$ cat src/hdl/cvdp_pkg.sv
// ----------------------------------------------------------------------------
// cvdp_pkg: shared types and constants of the color vector dot product core
// Field widths, intermediate widths, register indexes and mode codes.
// ----------------------------------------------------------------------------
package cvdp_pkg;

  // Width of one complex component, signed Q1.22.
  localparam int COMP_W = 24;
  // One product of two components, Q3.44.
  localparam int PROD_W = 2 * COMP_W;
  // Sum or difference of two products within one lane.
  localparam int LANE_W = PROD_W + 1;
  // Sum over the three color lanes.
  localparam int TERM_W = LANE_W + 2;
  // Accumulator and result width.
  localparam int ACC_W = 64;
  // Site counter and site_count register width.
  localparam int CNT_W = 21;
  localparam logic [CNT_W-1:0] MAX_SITES = 21'd1048576;
  localparam logic [CNT_W-1:0] SITE_COUNT_RESET = 21'd1048576;
  localparam int NUM_LANES = 3;

  // Configuration port.
  localparam int CFG_IDX_W = 4;
  localparam int CFG_DATA_W = CNT_W;

  typedef enum logic [CFG_IDX_W-1:0] {
    REG_SITE_COUNT = 4'd0,
    REG_MODE       = 4'd1
  } cfg_reg_e;

  // The fourth code behaves as the squared norm.
  typedef enum logic [1:0] {
    MODE_DOT      = 2'd0,
    MODE_REAL     = 2'd1,
    MODE_NORM     = 2'd2,
    MODE_NORM_ALT = 2'd3
  } mode_e;

  // Control that travels with each word down the pipeline.
  typedef struct packed {
    logic  valid;
    mode_e mode;
  } ctl_t;

endpackage

$ cat src/hdl/cvdp_merge.sv
// ----------------------------------------------------------------------------
// cvdp_merge: lane merging stage
// Adds the per-lane sums of all colors into one site term.
// ----------------------------------------------------------------------------
module cvdp_merge (
  input  logic                               clk_i,
  input  logic                               en_i,
  input  logic signed [cvdp_pkg::LANE_W-1:0] re_i [cvdp_pkg::NUM_LANES],
  input  logic signed [cvdp_pkg::LANE_W-1:0] im_i [cvdp_pkg::NUM_LANES],
  output logic signed [cvdp_pkg::TERM_W-1:0] term_re_o,
  output logic signed [cvdp_pkg::TERM_W-1:0] term_im_o
);

  localparam int TermW = cvdp_pkg::TERM_W;

  logic signed [TermW-1:0] sum_re, sum_im;
  logic signed [TermW-1:0] term_re_q, term_im_q;

  always_comb begin
    sum_re = '0;
    sum_im = '0;
    for (int l = 0; l < cvdp_pkg::NUM_LANES; l++) begin
      sum_re = sum_re + TermW'(re_i[l]);
      sum_im = sum_im + TermW'(im_i[l]);
    end
  end

  always_ff @(posedge clk_i) begin
    if (en_i) begin
      term_re_q <= sum_re;
      term_im_q <= sum_im;
    end
  end

  assign term_re_o = term_re_q;
  assign term_im_o = term_im_q;

endmodule

$ cat config.mk
export PLATFORM = sky130hd
export DESIGN_NAME = cvdp_merge
export DESIGN_NICKNAME = d
export VERILOG_FILES = /design/src/hdl/cvdp_pkg.sv /design/src/hdl/cvdp_merge.sv
export SDC_FILE = /design/constraint.sdc
export NUM_CORES = 1
export LEC_CHECK = 0
export BUFFER_PORTS_ARGS = -buffer_cell sky130_fd_sc_hd__buf_2
export CAP_MARGIN = 20
export CORE_MARGIN = 3
export CORE_UTILIZATION = 40
export DETAILED_ROUTE_END_ITERATION = 10
export HOLD_SLACK_MARGIN = 0.12
export MAX_ROUTING_LAYER = met4
export PLACE_DENSITY = 0.72
export SKIP_LAST_GASP = 1
export SLEW_MARGIN = 5
export SYNTH_ARGS = -nofsm -noshare
export SYNTH_HDL_FRONTEND = slang
export SYNTH_SLANG_ARGS = --single-unit
$ cat constraint.sdc
create_clock -name clk_i -period 4.6 [get_ports clk_i]
set_input_delay 0.46 -clock clk_i [delete_from_list [all_inputs] [get_ports clk_i]]
set_output_delay 0.46 -clock clk_i [all_outputs]
set_load 0.02 [all_outputs]
Yosys cells after proc, flatten, opt, wreduce, memory -nomap -nowiden
Cells that the tools add are included.
- register bits after elaboration: 102
- latch bits: 0
- RAM bits: 0
- bits in read-only memories: 0
- input bits: 296
- output and inout bits: 102
- word-level logic and storage cells: 6
- memories kept: 0
- $add $sub $neg: 4
- $mul: 0
- div/mod/pow operators: 0
- order comparisons: 0
- eq/ne operators: 0
- shifts and indexed selects: 0
- mux-type cells: 0
- bitwise logic cells: 0
- reductions and logical operators: 0
- operators by type and width (operator ; number):
    adder 50 x 49 -> 51 bit ; 2
    adder 49 x 49 -> 50 bit ; 2

Longest topological paths before layout
- word-level depth: 2
- mapped depth: 15
- depth with buffers taken out: 15

Worst setup path after synthesis
No wires, ideal clock.
- kind: input port to flip-flop
- start: in re_i[1] (netlist bit)
- end: reg term_re_q[47] (netlist: term_re_o[47]), data pin
- setup time: 264 ps
- data arrival time: 3309 ps
- data required time: 4336 ps
- setup slack: 1027 ps
- stages: 13
- buffers on the path: 0
- cells stage by stage: fa_1 ha_1 inv_1 fa_1 nor2b_1 o211ai_1 a211oi_1 o21ai_1 a21bo_1 o41a_1 o21ai_2 a41oi_1 xnor2_1
- word-level cells in the longest chain between the ends: 1
- RTL lines (element ; RTL line ; text):
    from (decl) ; cvdp_merge.sv:8 ; input logic signed [cvdp_pkg::LANE_W-1:0] re_i [cvdp_pkg::NUM_LANES],
    adder 50 x 49 -> 51 bit ; cvdp_merge.sv:23 ; sum_re = sum_re + TermW'(re_i[l]);
    net sum_re[47] ; cvdp_merge.sv:16 ; logic signed [TermW-1:0] sum_re, sum_im;
    to (signal assigned) ; cvdp_merge.sv:30 ; term_re_q <= sum_re;
    to (decl) ; cvdp_merge.sv:17 ; logic signed [TermW-1:0] term_re_q, term_im_q;
The timed path passes the listed nets, and every way through them passes these cells.
A chain may end at the register's enable or synchronous reset.

Final worst setup path
- start: in im_i[1] (netlist bit)
- end: reg term_im_q[43] (netlist: term_im_o[43]), data pin
- word-level cells in the longest chain between the ends: 1
- RTL lines (element ; RTL line ; text):
    from (decl) ; cvdp_merge.sv:9 ; input logic signed [cvdp_pkg::LANE_W-1:0] im_i [cvdp_pkg::NUM_LANES],
    adder 50 x 49 -> 51 bit ; cvdp_merge.sv:24 ; sum_im = sum_im + TermW'(im_i[l]);
    net sum_im[43] ; cvdp_merge.sv:16 ;
    to (signal assigned) ; cvdp_merge.sv:31 ; term_im_q <= sum_im;
    to (decl) ; cvdp_merge.sv:17 ;
The timed path passes the listed nets, and every way through them passes these cells.

==> reports/results.ini <==
[routing]
ant_nets = 0
num_vias = 9764
drc = 0
drt-pass1-iter-count = 5
dr.first_iter.drc_count = 642
wl_per_cell_um = 18.1
wl_mm = 32.0
post_drt_via_cell_ratio = 5.51

[global_routing]
grt_max_degree = 73
grt_pass1_wl_mm = 49.4
antenna_found_initial = 0
grt_pass1_vias = 9587
grtUsageTotal_pct = 21.7
gr-total-overflow = 0

[final_layout]
final_common_cell = buf_2
synthToLayoutAreaGrowth_pct = 23.5
final_cells = 1771
final_net_count = 1925
drive_above_1_share_pct = 30.6
diodes = 0
fillerInstances = 2521
layout_common_cells = buf_2, a21oi_1, edfxtp_1

[yosys]
netlist_instances = 1064
yosysWarnings = 0
synth_nets = 1558
synth_ff_type = edfxtp_1
syn_avg_cell_area_um2 = 10.2
synth_top_area_share_pct = 28.1
synth_top_area_cell = edfxtp_1
ys_seq_elements = 102
yosysSeqAreaShare_pct = 28.1
syn_area_um2 = 10900
synth_cell_types = 78
synth_edf_count = 102
synth-async-reset-ratio_pct = 0
yosys-top-cells-area = edfxtp_1, fa_1, ha_1

[floorplan]
io_pins = 398
die_x_um = 171
start_util_pct = 41.2
rows = 59
chipHeight_um = 171
core_um2 = 26400
die_area_um2 = 29200

[cts]
cts_root_buffer = clkbuf_16
cts_hold_buf = 0
cts_buffers = 9
cts.sinks = 102
clockBufferDepth = 2
cts_tree = done
postCtsSetupBuffers = 0
postCtsResizedCells = 0
htree_levels = 3
clk_pin_slew_ns = 0.07

[pwr]
p_per_area_nw_per_um2 = 404
leakage_nw = 6.00
vdd_drop_max_mv = 0.223

[placement]
gp_congestion = 0.950
dp_hpwl_mm = 27.0
port_buffers = 397
dp_cells = 1755

[timing]
fin_tns_setup_ns = 0
finalMaxSlewViolations = 0
rsz0062_at_grt = no
fmax_mhz = 258
slew_headroom_pct = 26.8
hold_violations = 0
fin_crit_ns = 3.88
finalCritPeriodShare_pct = 84.3
worstMarginPinSlew_ns = 1.10
setup_viol = 0

[critical_path]
cp_common_cell = fa_1
crit_path_start_kind = primary input
cp_slowest_stage_delay_ns = 0.63
slowest_stage = o31ai_1
path_max_fanout = 3
cp.arrival_ns = 3.97
required_ns = 4.69
crit_chain = buf_2, fa_1, ha_1, inv_1, fa_1, nor2b_1, o2111ai_1, nand4_1, nand3_1, o31ai_1, a21oi_1, o221ai_1, a21boi_0, xnor2_1
crit_path_end_kind = flip-flop
crit_type = primary input to flip-flop

[outcome]
outcome = complete, no violations

[job]
cap_violations = 0

[hold_path]
hp-class = primary input to flip-flop

Yosys cell counts, types with 4 or more instances:
cell type	instances
a41oi_1	5
o31ai_1	7
o21ai_1	6
nor4_1	6
o21a_1	6
o21bai_1	18
nand3_1	19
inv_1	36
xor2_1	32
o211ai_1	4
nand4_1	25
and3_1	4
nor2_1	62
nand2b_1	5
a211oi_1	12
o21ai_0	48
o221ai_1	5
fa_1	100
ha_1	98
a21o_1	48
nor2b_1	15
edfxtp_1	102
and4_1	5
a21boi_0	5
a21boi_1	5
buf_2	8
and2_1	6
xnor2_1	57
nor3_1	12
a21oi_2	4
clkbuf_1	31
a21oi_1	111
nand2_1	83
a31oi_1	12
cell type report:
class	count	area (um2)	share of cell area [%]
Multi-Input combinational cell	884	7510	55.9
Inverter	36	135	1.01
Clock buffer	9	225	1.68
Sequential cell	102	3060	22.8
Timing Repair Buffer	398	2000	14.9
Tap cell	335	419	3.12
Clock inverter	7	95.1	0.707
routing by layer:
layer	global-route usage, %	vias to the layer above	share of wire, %
met4	4.37	0	1.2
met3	2.17	24	6.2
li1	-	4660	-
met5	-	-	0
met2	35.8	368	49
met1	29.4	4712	44
sequential cells by signal (all words and copies together), names as in the netlist:
| signal | flops |
|---|---|
| term_im_o | 51 |
| term_re_o | 51 |
stage by stage:
| step | power [mW] | util (%) | hold WS (ns) | instance area (um2) | setup slack (ns) |
|---|---|---|---|---|---|
| 4_1_cts | 5.45 | 50.9 | 0.578 | 13400 | 0.828 |
| 3_5_place_dp | 4.57 | 49.7 | 0.905 | 13100 | 0.423 |
| 3_3_place_gp | 4.53 | 49.7 | 0.904 | 13100 | 0.509 |
| 2_1_floorplan | 3.58 | - | 0.572 | 10900 | 1.03 |
| 5_1_grt | 5.81 | 50.9 | 0.604 | 13400 | 0.529 |
| 6_report | 5.44 | 50.9 | 0.592 | 13400 | 0.720 |
critical path: cells and delay by family:
family / cells / cell delay [ns]
and+or+nand+nor: 3 / 0.48
buffers and inverters: 2 / 0.17
xor gates and xnor gates: 1 / 0.15
adders and majority gates: 3 / 1.18
AOI/OAI and AO/OA: 5 / 1.54
power breakdown:
group / internal [mW] / switching (mW) / total (mW) / leakage, nW
logic: 1.17 / 1.89 / 3.06 / 4.84
clock network: 0.481 / 0.384 / 0.865 / 0.156
registers: 1.44 / 0.0783 / 1.51 / 0.998
total: 3.08 / 2.35 / 5.44 / 6.00
final timing paths:
check	from	endpoint	slack (ns)	cells after the start
worst max-delay path	im_i[1]	term_im_o[43]	0.72	14
worst min-delay path	im_i[99]	term_im_o[1]	0.59	3
kinds of logic (layout without fill, tap and decap cells):
group / after synthesis / in the layout / share of synthesized area (%)
buf+inv: 78 / 450 / 2.88
simple gates: 261 / 261 / 11.8
compound gates: 335 / 335 / 20.3
mux: 1 / 1 / 0.0919
fa+ha+maj: 198 / 198 / 29.6
flops: 102 / 102 / 28.1
xor+xnor: 89 / 89 / 7.16
Note: power is estimated with default switching activity, not from simulation.
