File: src/hdl/cvdp_pkg.sv
// ----------------------------------------------------------------------------
// cvdp_pkg: shared types and constants of the color vector dot product core
// Field widths, intermediate widths, register indexes and mode codes.
// ----------------------------------------------------------------------------
package cvdp_pkg;

  // Width of one complex component, signed Q1.22.
  localparam int COMP_W = 24;
  // One product of two components, Q3.44.
  localparam int PROD_W = 2 * COMP_W;
  // Sum or difference of two products within one lane.
  localparam int LANE_W = PROD_W + 1;
  // Sum over the three color lanes.
  localparam int TERM_W = LANE_W + 2;
  // Accumulator and result width.
  localparam int ACC_W = 64;
  // Site counter and site_count register width.
  localparam int CNT_W = 21;
  localparam logic [CNT_W-1:0] MAX_SITES = 21'd1048576;
  localparam logic [CNT_W-1:0] SITE_COUNT_RESET = 21'd1048576;
  localparam int NUM_LANES = 3;

  // Configuration port.
  localparam int CFG_IDX_W = 4;
  localparam int CFG_DATA_W = CNT_W;

  typedef enum logic [CFG_IDX_W-1:0] {
    REG_SITE_COUNT = 4'd0,
    REG_MODE       = 4'd1
  } cfg_reg_e;

  // The fourth code behaves as the squared norm.
  typedef enum logic [1:0] {
    MODE_DOT      = 2'd0,
    MODE_REAL     = 2'd1,
    MODE_NORM     = 2'd2,
    MODE_NORM_ALT = 2'd3
  } mode_e;

  // Control that travels with each word down the pipeline.
  typedef struct packed {
    logic  valid;
    mode_e mode;
  } ctl_t;

endpackage

File: src/hdl/cvdp_accum.sv
// ----------------------------------------------------------------------------
// cvdp_accum: saturating accumulators, site counter and result register
// Adds each site term, counts sites and hands over the totals.
// ----------------------------------------------------------------------------
module cvdp_accum (
  input  logic                               clk_i,
  input  logic                               rst_ni,
  input  logic                               valid_i,
  input  cvdp_pkg::mode_e                    mode_i,
  input  logic signed [cvdp_pkg::TERM_W-1:0] term_re_i,
  input  logic signed [cvdp_pkg::TERM_W-1:0] term_im_i,
  input  logic        [cvdp_pkg::CNT_W-1:0]  site_count_i,
  output logic                               ready_o,
  output logic                               out_valid_o,
  input  logic                               out_ready_i,
  output logic signed [cvdp_pkg::ACC_W-1:0]  sum_re_o,
  output logic signed [cvdp_pkg::ACC_W-1:0]  sum_im_o,
  output logic                               overflow_o
);

  localparam int AccW  = cvdp_pkg::ACC_W;
  localparam int ExtW  = AccW + 1;
  localparam int TermW = cvdp_pkg::TERM_W;
  localparam int CntW  = cvdp_pkg::CNT_W;

  typedef struct packed {
    logic            ovf;
    logic [AccW-1:0] val;
  } sat_t;

  // Exact sum clamped to the signed accumulator range.
  function automatic sat_t sat_add(input logic signed [AccW-1:0] acc,
                                   input logic signed [TermW-1:0] term);
    logic signed [ExtW-1:0] sum;
    sat_t res;
    sum = ExtW'(acc) + ExtW'(term);
    res.ovf = sum[ExtW-1] ^ sum[ExtW-2];
    if (!res.ovf) begin
      res.val = sum[AccW-1:0];
    end else if (sum[ExtW-1]) begin
      res.val = {1'b1, {(AccW-1){1'b0}}};
    end else begin
      res.val = {1'b0, {(AccW-1){1'b1}}};
    end
    return res;
  endfunction

  logic signed [AccW-1:0] acc_re_q, acc_re_d, acc_im_q, acc_im_d;
  logic [CntW-1:0]        seen_q, seen_d, seen_inc, limit;
  logic                   flag_q, flag_d;
  logic                   out_valid_q, out_valid_d;
  logic signed [AccW-1:0] out_re_q, out_im_q;
  logic                   out_ovf_q;
  logic                   is_dot, last, take;
  sat_t                   add_re, add_im;
  logic                   flag_new;

  assign is_dot   = (mode_i == cvdp_pkg::MODE_DOT);
  assign limit    = (site_count_i == '0 || site_count_i > cvdp_pkg::MAX_SITES) ?
                    cvdp_pkg::MAX_SITES : site_count_i;
  assign seen_inc = seen_q + CntW'(1);
  assign last     = (seen_inc >= limit);

  // Hold the term only when it closes a reduction and the result slot holds a word that is not being taken.
  assign ready_o  = !(valid_i && last && out_valid_q && !out_ready_i);
  assign take     = valid_i && ready_o;

  assign add_re   = sat_add(acc_re_q, term_re_i);
  assign add_im   = sat_add(acc_im_q, term_im_i);
  assign flag_new = flag_q | add_re.ovf | (is_dot & add_im.ovf);

  always_comb begin
    acc_re_d    = acc_re_q;
    acc_im_d    = acc_im_q;
    seen_d      = seen_q;
    flag_d      = flag_q;
    out_valid_d = out_valid_q && !out_ready_i;
    if (take) begin
      if (last) begin
        acc_re_d    = '0;
        acc_im_d    = '0;
        seen_d      = '0;
        flag_d      = 1'b0;
        out_valid_d = 1'b1;
      end else begin
        acc_re_d = add_re.val;
        acc_im_d = is_dot ? add_im.val : acc_im_q;
        seen_d   = seen_inc;
        flag_d   = flag_new;
      end
    end
  end

  always_ff @(posedge clk_i or negedge rst_ni) begin
    if (!rst_ni) begin
      acc_re_q    <= '0;
      acc_im_q    <= '0;
      seen_q      <= '0;
      flag_q      <= 1'b0;
      out_valid_q <= 1'b0;
    end else begin
      acc_re_q    <= acc_re_d;
      acc_im_q    <= acc_im_d;
      seen_q      <= seen_d;
      flag_q      <= flag_d;
      out_valid_q <= out_valid_d;
    end
  end

  always_ff @(posedge clk_i) begin
    if (take && last) begin
      out_re_q  <= add_re.val;
      out_im_q  <= is_dot ? add_im.val : '0;
      out_ovf_q <= flag_new;
    end
  end

  assign out_valid_o = out_valid_q;
  assign sum_re_o    = out_re_q;
  assign sum_im_o    = out_im_q;
  assign overflow_o  = out_ovf_q;

endmodule

File: config.mk
export PLATFORM = sky130hd
export DESIGN_NAME = cvdp_accum
export DESIGN_NICKNAME = d
export VERILOG_FILES = /design/src/hdl/cvdp_pkg.sv /design/src/hdl/cvdp_accum.sv
export SDC_FILE = /design/constraint.sdc
export NUM_CORES = 1
export LEC_CHECK = 0
export BUFFER_PORTS_ARGS = -buffer_cell sky130_fd_sc_hd__buf_2
export CAP_MARGIN = 15
export CORE_MARGIN = 2
export CORE_UTILIZATION = 40
export CTS_CLUSTER_DIAMETER = 200
export DETAILED_ROUTE_END_ITERATION = 7
export PLACE_DENSITY_LB_ADDON = 0.08
export SYNTH_ARGS = -nofsm -noshare
export SYNTH_HDL_FRONTEND = slang
export SYNTH_SLANG_ARGS = --single-unit
File: constraint.sdc
create_clock -name clk_i -period 20.9 [get_ports clk_i]
set_clock_uncertainty 0.2 [all_clocks]
set_input_delay 3.135 -clock clk_i [delete_from_list [all_inputs] [get_ports clk_i]]
set_output_delay 3.135 -clock clk_i [all_outputs]
set_load 0.02 [all_outputs]
# Yosys cells after proc, flatten, opt, wreduce, memory -nomap -nowiden
# Index checks and enable logic that the tools add are counted.
# totals
register_bits	280
inputBits	129
out_inout_bits	131
elab_cells	43
# op_classes
add_sub_neg	3
n_lt_le_gt_ge	2
mux	12
n_bitwise	5
reduce_logical	13
# ops
op	n
$mux 64	7
$add 64x51->65	2
$mux 21	2
$add 21x1->21 const B	1
$ge 21x21->1	1
$gt 21x21->1 const B	1
$logic_not 21->1	1
$logic_and 1x1->1	6
$mux 1	3
$logic_not 1->1	2
$logic_not 2->1	1
$or 1x1->1	2
$reduce_and 2->1	1
$reduce_bool 2->1	1
$xor 1x1->1	2
$and 1x1->1	1
$logic_or 1x1->1	1

# Longest topological paths before layout
# Gate-level depths: netlist of the first run.
# depth
depth_word	10
mapped_depth	21
mapped_depth_nobuf	19

# Least setup slack after synthesis of the first run
# No wires, ideal clock.
# synth_timing
path_type	in2out
from	in site_count_i[15] (netlist name)
to	out ready_o
arrival_time_ns	5.689
required_time_ns	17.565
setup_slack_ns	11.876
path_stages	15
path_buffers	0
path_cell_list	nor4_1 nand3_1 nor2_1 xnor2_1 nand2_1 ha_1 nand4_1 nor3_1 a221oi_1 o211ai_1 a31oi_1 a21oi_1 nand3b_1 inv_1 nand2_1
# synth_via
elab_chain_cells	8
elab_cells_between_ends	9
classes_between	order compare: 2; mux: 1; reduce/logical: 6
# synth_rtl
element	line	rtl
start, declared	cvdp_accum.sv:12	input logic [cvdp_pkg::CNT_W-1:0] site_count_i,
$gt 21x21->1 / $logic_not 21->1 (equally long branches)	cvdp_accum.sv:59	assign limit = (site_count_i == '0 || site_count_i > cvdp_pkg::MAX_SITES) ?
$logic_or 1x1->1	cvdp_accum.sv:59	
$mux 21 *	cvdp_accum.sv:59	
$ge 21x21->1 *	cvdp_accum.sv:62	assign last = (seen_inc >= limit);
$logic_and 1x1->1 * (3 in a row)	cvdp_accum.sv:65	assign ready_o = !(valid_i && last && out_valid_q && !out_ready_i);
$logic_not 1->1 *	cvdp_accum.sv:65	
end, declared	cvdp_accum.sv:13	output logic ready_o,
# Mark *: on every way between the ends. The rest lies on a longest branch, timed or not.

# Final worst setup path of the first run
# layout_timing
from	in site_count_i[11] (netlist name)
to	out ready_o
# Same word-level chain as after synthesis.

==> flow_summary.json, run 1 <==
{
  "synth-xor-area-share_pct": 6.364,
  "min_path_cells": 2,
  "synthDistinctLibCells": 80,
  "die_x_um": 225.0,
  "r2r-start": "acc_re_q[2]",
  "timing.fmax_mhz": 101.4,
  "grt_start_max_net_pins": 86,
  "finalHoldViolations": 0,
  "clockBufferDepth": 3,
  "clk_pin_slew_ps": 50,
  "p_per_area_mw_per_mm2": 180.2,
  "drt-initial-drc-count": 1188,
  "ys_ff_latch": 280,
  "rsz0062_at_grt": "false",
  "worstHoldPathType": "flip-flop to flip-flop",
  "area_growth_pct": 14.41,
  "power.leakage_uw": 0.009720,
  "instances_no_fill": 2985,
  "drv_cap": 0,
  "synth_top_family_by_area": "compound AO/OA/AOI/OAI gates",
  "status": "completed",
  "synth_top_area_cell": "edfxtp_1",
  "ant_nets": 0,
  "antenna_found_initial": 1,
  "clock-sinks": 280,
  "synth_top_area_share_pct": 19.82,
  "drive_gt1_share_pct": 15.58,
  "grt_usage_pct": 25.25,
  "rows": 80,
  "vias": 17723,
  "relSlewSlack_pct": 25.87,
  "ys_warn_count": 0,
  "core-area_mm2": 0.04795,
  "ys.flop_type": "dfrtp_1",
  "dieArea_mm2": 0.05064,
  "ir_drop_v": 0.0001027,
  "dpl.cell_count": 2921,
  "hold_start": "acc_im_q[53]",
  "synth-compound-area-share_pct": 26.44,
  "cts_tree": "yes",
  "insertion_delay_ps": 580,
  "cts_made_buffers": 35,
  "synth_common_cells": "a21oi_1, nand2_1, o21ai_0",
  "hold_end": "acc_im_q[53]",
  "drt_pass1_iterations": 6,
  "drc": 0,
  "synth.area.top_cells": "edfxtp_1, dfrtp_1, ha_1",
  "routed_wire_length_per_instance_um": 21.73,
  "nFillCells": 4602,
  "multi_input_area_mm2": 0.01114,
  "setup_viol": 0,
  "reg2reg_slack_ps": 13960,
  "synthCells": 2168,
  "fin_crit_sh_pct": 47.20,
  "post-route-min-period_ps": 9865,
  "grt_pass1_vias": 17419,
  "synth-seq-area-share_pct": 39.16,
  "cts_setup_buffers": 0,
  "seqCellArea_mm2": 0.007652,
  "muxShareOfSynthArea_pct": 0.1024,
  "crit_arrival_ps": 6530,
  "synth_edf_count": 129,
  "synth_fa_ha_area_share_pct": 9.937,
  "die_y_um": 225.0,
  "setup_tns_ps": 0,
  "yosys.area_share.simple_pct": 13.93,
  "ff2ff_path_depth": 20,
  "worstSetupStartpointType": "primary input",
  "required_ps": 17570,
  "criticalPathCategory": "primary input to output pin",
  "worstMarginPinSlew_ps": 1108,
  "clockRootBuffer": "clkbuf_16",
  "io_pins": 260,
  "synth_nets": 2451,
  "nets": 2626,
  "place.gp.congestion": 0.9041,
  "reg2reg_to": "acc_re_q[16]",
  "synth.avg_cell_area_um2": 9.013,
  "synth.most_common_cell": "a21oi_1",
  "grt_pass1_wl_um": 99640,
  "wl_um": 64870,
  "globalRoute.totalOverflow": 0,
  "cts_max_level": 2,
  "synthesis.area_mm2": 0.01954,
  "end_kind": "output pin",
  "slew_viol_final": 0,
  "dp_hpwl_um": 46650,
  "start_util_pct": 40.76,
  "cts_hold_buf": 0,
  "worstPathMaxFanout": 8,
  "viasPerCell": 5.937,
  "post_cts_resized": 0,
  "postSynth.asyncResetShare_pct": 53.93,
  "port_buffers": 259
}
-- worst max-delay path, cell delays in order --
cell,delay [ps]
buf_2,100
nor4_1,290
nand3_1,110
nor2_1,190
xnor2_1,310
nand2_1,120
ha_1,330
nand4_1,130
nor3_1,270
a221oi_1,140
o211ai_1,190
a31oi_1,60
a21oi_1,570
nand3b_1,250
inv_1,90
nand2_1,50
buf_2,160
-- layout make-up --
type,count,share of cell area [%]
antenna,1,0.01119
clock buffer,51,4.544
clock inverter,12,0.4365
inverter,51,0.8786
multi-input combinational,1692,49.83
sequential,280,34.23
tap,615,3.442
timing repair buffer,283,6.632
-- worst max-delay path by stage --
stage	startpoint	to	slack [ps]
floorplan	site_count_i[15]	ready_o	11880
global placement	site_count_i[11]	ready_o	11210
detailed placement	site_count_i[11]	ready_o	11080
CTS	site_count_i[11]	ready_o	11070
global route	site_count_i[11]	ready_o	10730
finish	site_count_i[11]	ready_o	11030
-- power by group --
group / switching, uW / total [uW] / leakage, uW / internal, uW
clock network: 257 / 607 / 0.000543 / 350
registers: 88.1 / 917 / 0.00304 / 829
logic: 1600 / 2500 / 0.00614 / 899
-- layout by cell type, fill, tap and decap left out, types with 13 or more instances in the layout --
master and count:
a22o_1 28, o21ai_1 13, o211ai_1 19, a21o_1 76
nor3_1 30, xor2_1 57, xnor2_1 85, a221o_1 25
nand3_1 37, nand2b_1 27, dfrtp_1 151, edfxtp_1 129
buf_4 24, a31oi_1 19, buf_2 258, nand4_1 54
o221ai_1 39, a21oi_1 264, clkbuf_16 35, inv_1 49
a211o_1 17, ha_1 151, o21ai_0 177, o31ai_1 14
o21bai_1 27, a211oi_1 18, nand2_1 209, nor2_1 161
-- kinds of logic after synthesis --
kind of cell               Yosys count
and+or+nand+nor                    589
adders and majority gates          154
muxes                                2
xor gates and xnor gates           142
DFF                                280
AOI/OAI and AO/OA                  805
buffers and inverters              196
-- metrics by stage --
step	hold slack [ps]	total power [uW]	cell area [um2]	worst slack, ps	utilization, %
global placement	271.5	3384	21240	11210	44.30
finish	291.8	4029	22360	11030	46.63
floorplan	253.8	2727	19540	11880	-
CTS	293.3	4031	22360	11070	46.63
detailed placement	277.5	3407	21240	11080	44.30
global route	318.7	4329	22360	10730	46.63
-- layer usage --
metal / vias to the layer above / part of all wire, % / global-route usage [%] / wire length [um]
met5: - / 0 / 0 / 0
li1: 8440 / - / - / -
met2: 536 / 48 / 42.24 / 30830
met3: 88 / 5.4 / 3.429 / 3488
met1: 8659 / 45 / 33.90 / 28910
met4: 0 / 2.5 / 7.819 / 1648
-- flip-flops by register name, summed over array words and instances, names as in the netlist --
| signal | count |
|---|---|
| seen_q | 21 |
| acc_re_q | 64 |
| flag_q | 1 |
| acc_im_q | 64 |
| out_valid_o | 1 |
| sum_im_o | 64 |
| sum_re_o | 64 |
| overflow_o | 1 |
Note: power is estimated with default switching activity, not from simulation.
==> run 2: changes to the inputs <==
==> constraint.sdc (replaced) <==
create_clock -name clk_i -period 10.25 [get_ports clk_i]
set_clock_uncertainty 0.2 [all_clocks]
set_input_delay 1.5375 -clock clk_i [delete_from_list [all_inputs] [get_ports clk_i]]
set_output_delay 1.5375 -clock clk_i [all_outputs]
set_load 0.02 [all_outputs]
==> flow_summary.json, run 2 (synthesis gave the netlist of run 1 again) <==
{
  "setup_tns_ps": 0,
  "port_buffers": 259,
  "post-route-min-period_ps": 7512,
  "r2r-start": "acc_re_q[2]",
  "timing.fmax_mhz": 133.1,
  "clk_pin_slew_ps": 50,
  "crit_arrival_ps": 7740,
  "start_util_pct": 40.76,
  "cp-startpoint": "term_re_i[2]",
  "worstSetupStartpointType": "primary input",
  "insertion_delay_ps": 550,
  "clockBufferDepth": 3,
  "die_y_um": 225.0,
  "dpl-instance-area_mm2": 0.02123,
  "dp_hpwl_um": 46690,
  "crit_end": "acc_re_q[14]",
  "p_total_uw": 8267,
  "grt_start_max_net_pins": 85,
  "finalHoldViolations": 0,
  "criticalPathCategory": "primary input to flip-flop",
  "setup_viol": 0,
  "reg2reg_to": "acc_re_q[14]",
  "io_pins": 260,
  "p_per_area_mw_per_mm2": 369.5,
  "core-area_mm2": 0.04795,
  "drive_gt1_share_pct": 15.41,
  "hold_ws_ps": 292.2,
  "ir_drop_v": 0.0002331,
  "layout_common_cells": "a21oi_1, buf_2, nand2_1, o21ai_0, nor2_1",
  "dpl.cell_count": 2920,
  "cts_hold_buf": 0,
  "clockRootBuffer": "clkbuf_16",
  "power.leakage_uw": 0.009717,
  "wl_um": 64430,
  "area_growth_pct": 14.50,
  "relSlewSlack_pct": 26.89,
  "fin_crit_sh_pct": 73.29,
  "slew_viol_final": 0,
  "rows": 80,
  "final_area_mm2": 0.02237,
  "drc": 0,
  "nets": 2626,
  "nFillCells": 4695,
  "vias": 17642,
  "antenna_found_initial": 1,
  "cts_made_buffers": 36,
  "cts_max_level": 2,
  "worstMarginPinSlew_ps": 1093,
  "drt_pass1_iterations": 5,
  "reg2reg_slack_ps": 3380,
  "routed_wire_length_per_instance_um": 21.59,
  "ff2ff_path_depth": 20,
  "worstPathMaxFanout": 84,
  "worstHoldPathType": "flip-flop to flip-flop",
  "required_ps": 10480,
  "die_x_um": 225.0,
  "dieArea_mm2": 0.05064,
  "clock-sinks": 280,
  "end_kind": "flip-flop",
  "instances_no_fill": 2985,
  "cts_tree": "yes",
  "globalRoute.totalOverflow": 0,
  "drt-initial-drc-count": 1201,
  "rsz0062_at_grt": "false",
  "place.gp.congestion": 0.8967,
  "layout_commonest_cell": "a21oi_1",
  "grt_pass1_wl_um": 99910,
  "status": "completed",
  "viasPerCell": 5.910,
  "cts_setup_buffers": 0,
  "post_cts_resized": 0,
  "ant_nets": 0,
  "drv_cap": 0,
  "grt_usage_pct": 25.17,
  "grt_pass1_vias": 17452
}
[run 2: changes by cell type in the layout (fill, tap and decap cells not counted), sizes merged]
cell      previous run  this run
inv                 53        50
bufinv               1         3
clkinv               7         9
buf                283       282
clkbuf              51        50
clkinvlp             2         3
[run 2: area by class of cell]
type	count	area, um2	area share, %
Timing Repair Buffer	282	1475	6.593
Tap cell	615	769.5	3.439
Antenna cell	1	2.502	0.01118
Multi-Input combinational cell	1692	11140	49.79
Sequential cell	280	7652	34.20
Inverter	51	196.4	0.8780
Clock inverter	14	152.6	0.6822
Clock buffer	50	984.7	4.401
[run 2: layer usage]
layer  vias up  global-route usage, %  share of wire (%)
met5         -                      0                  0
met4         0                  6.900                2.4
met3        92                  4.211                5.7
met2       521                  42.25                 47
met1      8612                  33.49                 44
li1       8417                      -                  -
[run 2: critical path, cell delays in order]
cell	delay (ps)
buf_2	110
ha_1	340
o211ai_1	110
o21ai_0	640
o31ai_1	190
o21ai_2	240
a21oi_1	190
o31ai_1	620
a31oi_1	280
o41a_1	500
o31ai_1	310
xnor2_1	190
ha_2	320
buf_4	330
nand3_1	170
a21oi_1	50
buf_4	220
nor2_4	110
buf_4	660
o21ai_0	290
a22o_1	260
[run 2: worst min path at each step]
stage            startpoint      endpoint  slack (ps)  depth (start not counted)
2_1_floorplan   acc_im_q[3]   acc_im_q[3]         250                          2
3_3_place_gp   acc_re_q[38]  acc_re_q[38]         270                          2
3_5_place_dp   acc_re_q[30]  acc_re_q[30]         280                          2
4_1_cts        acc_re_q[30]  acc_re_q[30]         300                          2
5_1_grt        acc_re_q[42]  acc_re_q[42]         320                          2
6_report       acc_re_q[30]  acc_re_q[30]         290                          2
[run 2: report_power, final]
group	leakage [uW]	switching, uW	total [uW]	internal [uW]
clock	0.000545	514	1260	747
sequential	0.00304	183	1870	1690
combinational	0.00613	3300	5130	1840
[run 2: per-stage QoR]
stage / worst slack [ps] / util (%)
6_report: 2738 / 46.66
5_1_grt: 2272 / 46.66
4_1_cts: 2709 / 46.66
3_5_place_dp: 2123 / 44.29
3_3_place_gp: 2412 / 44.29
2_1_floorplan: 3081 / -
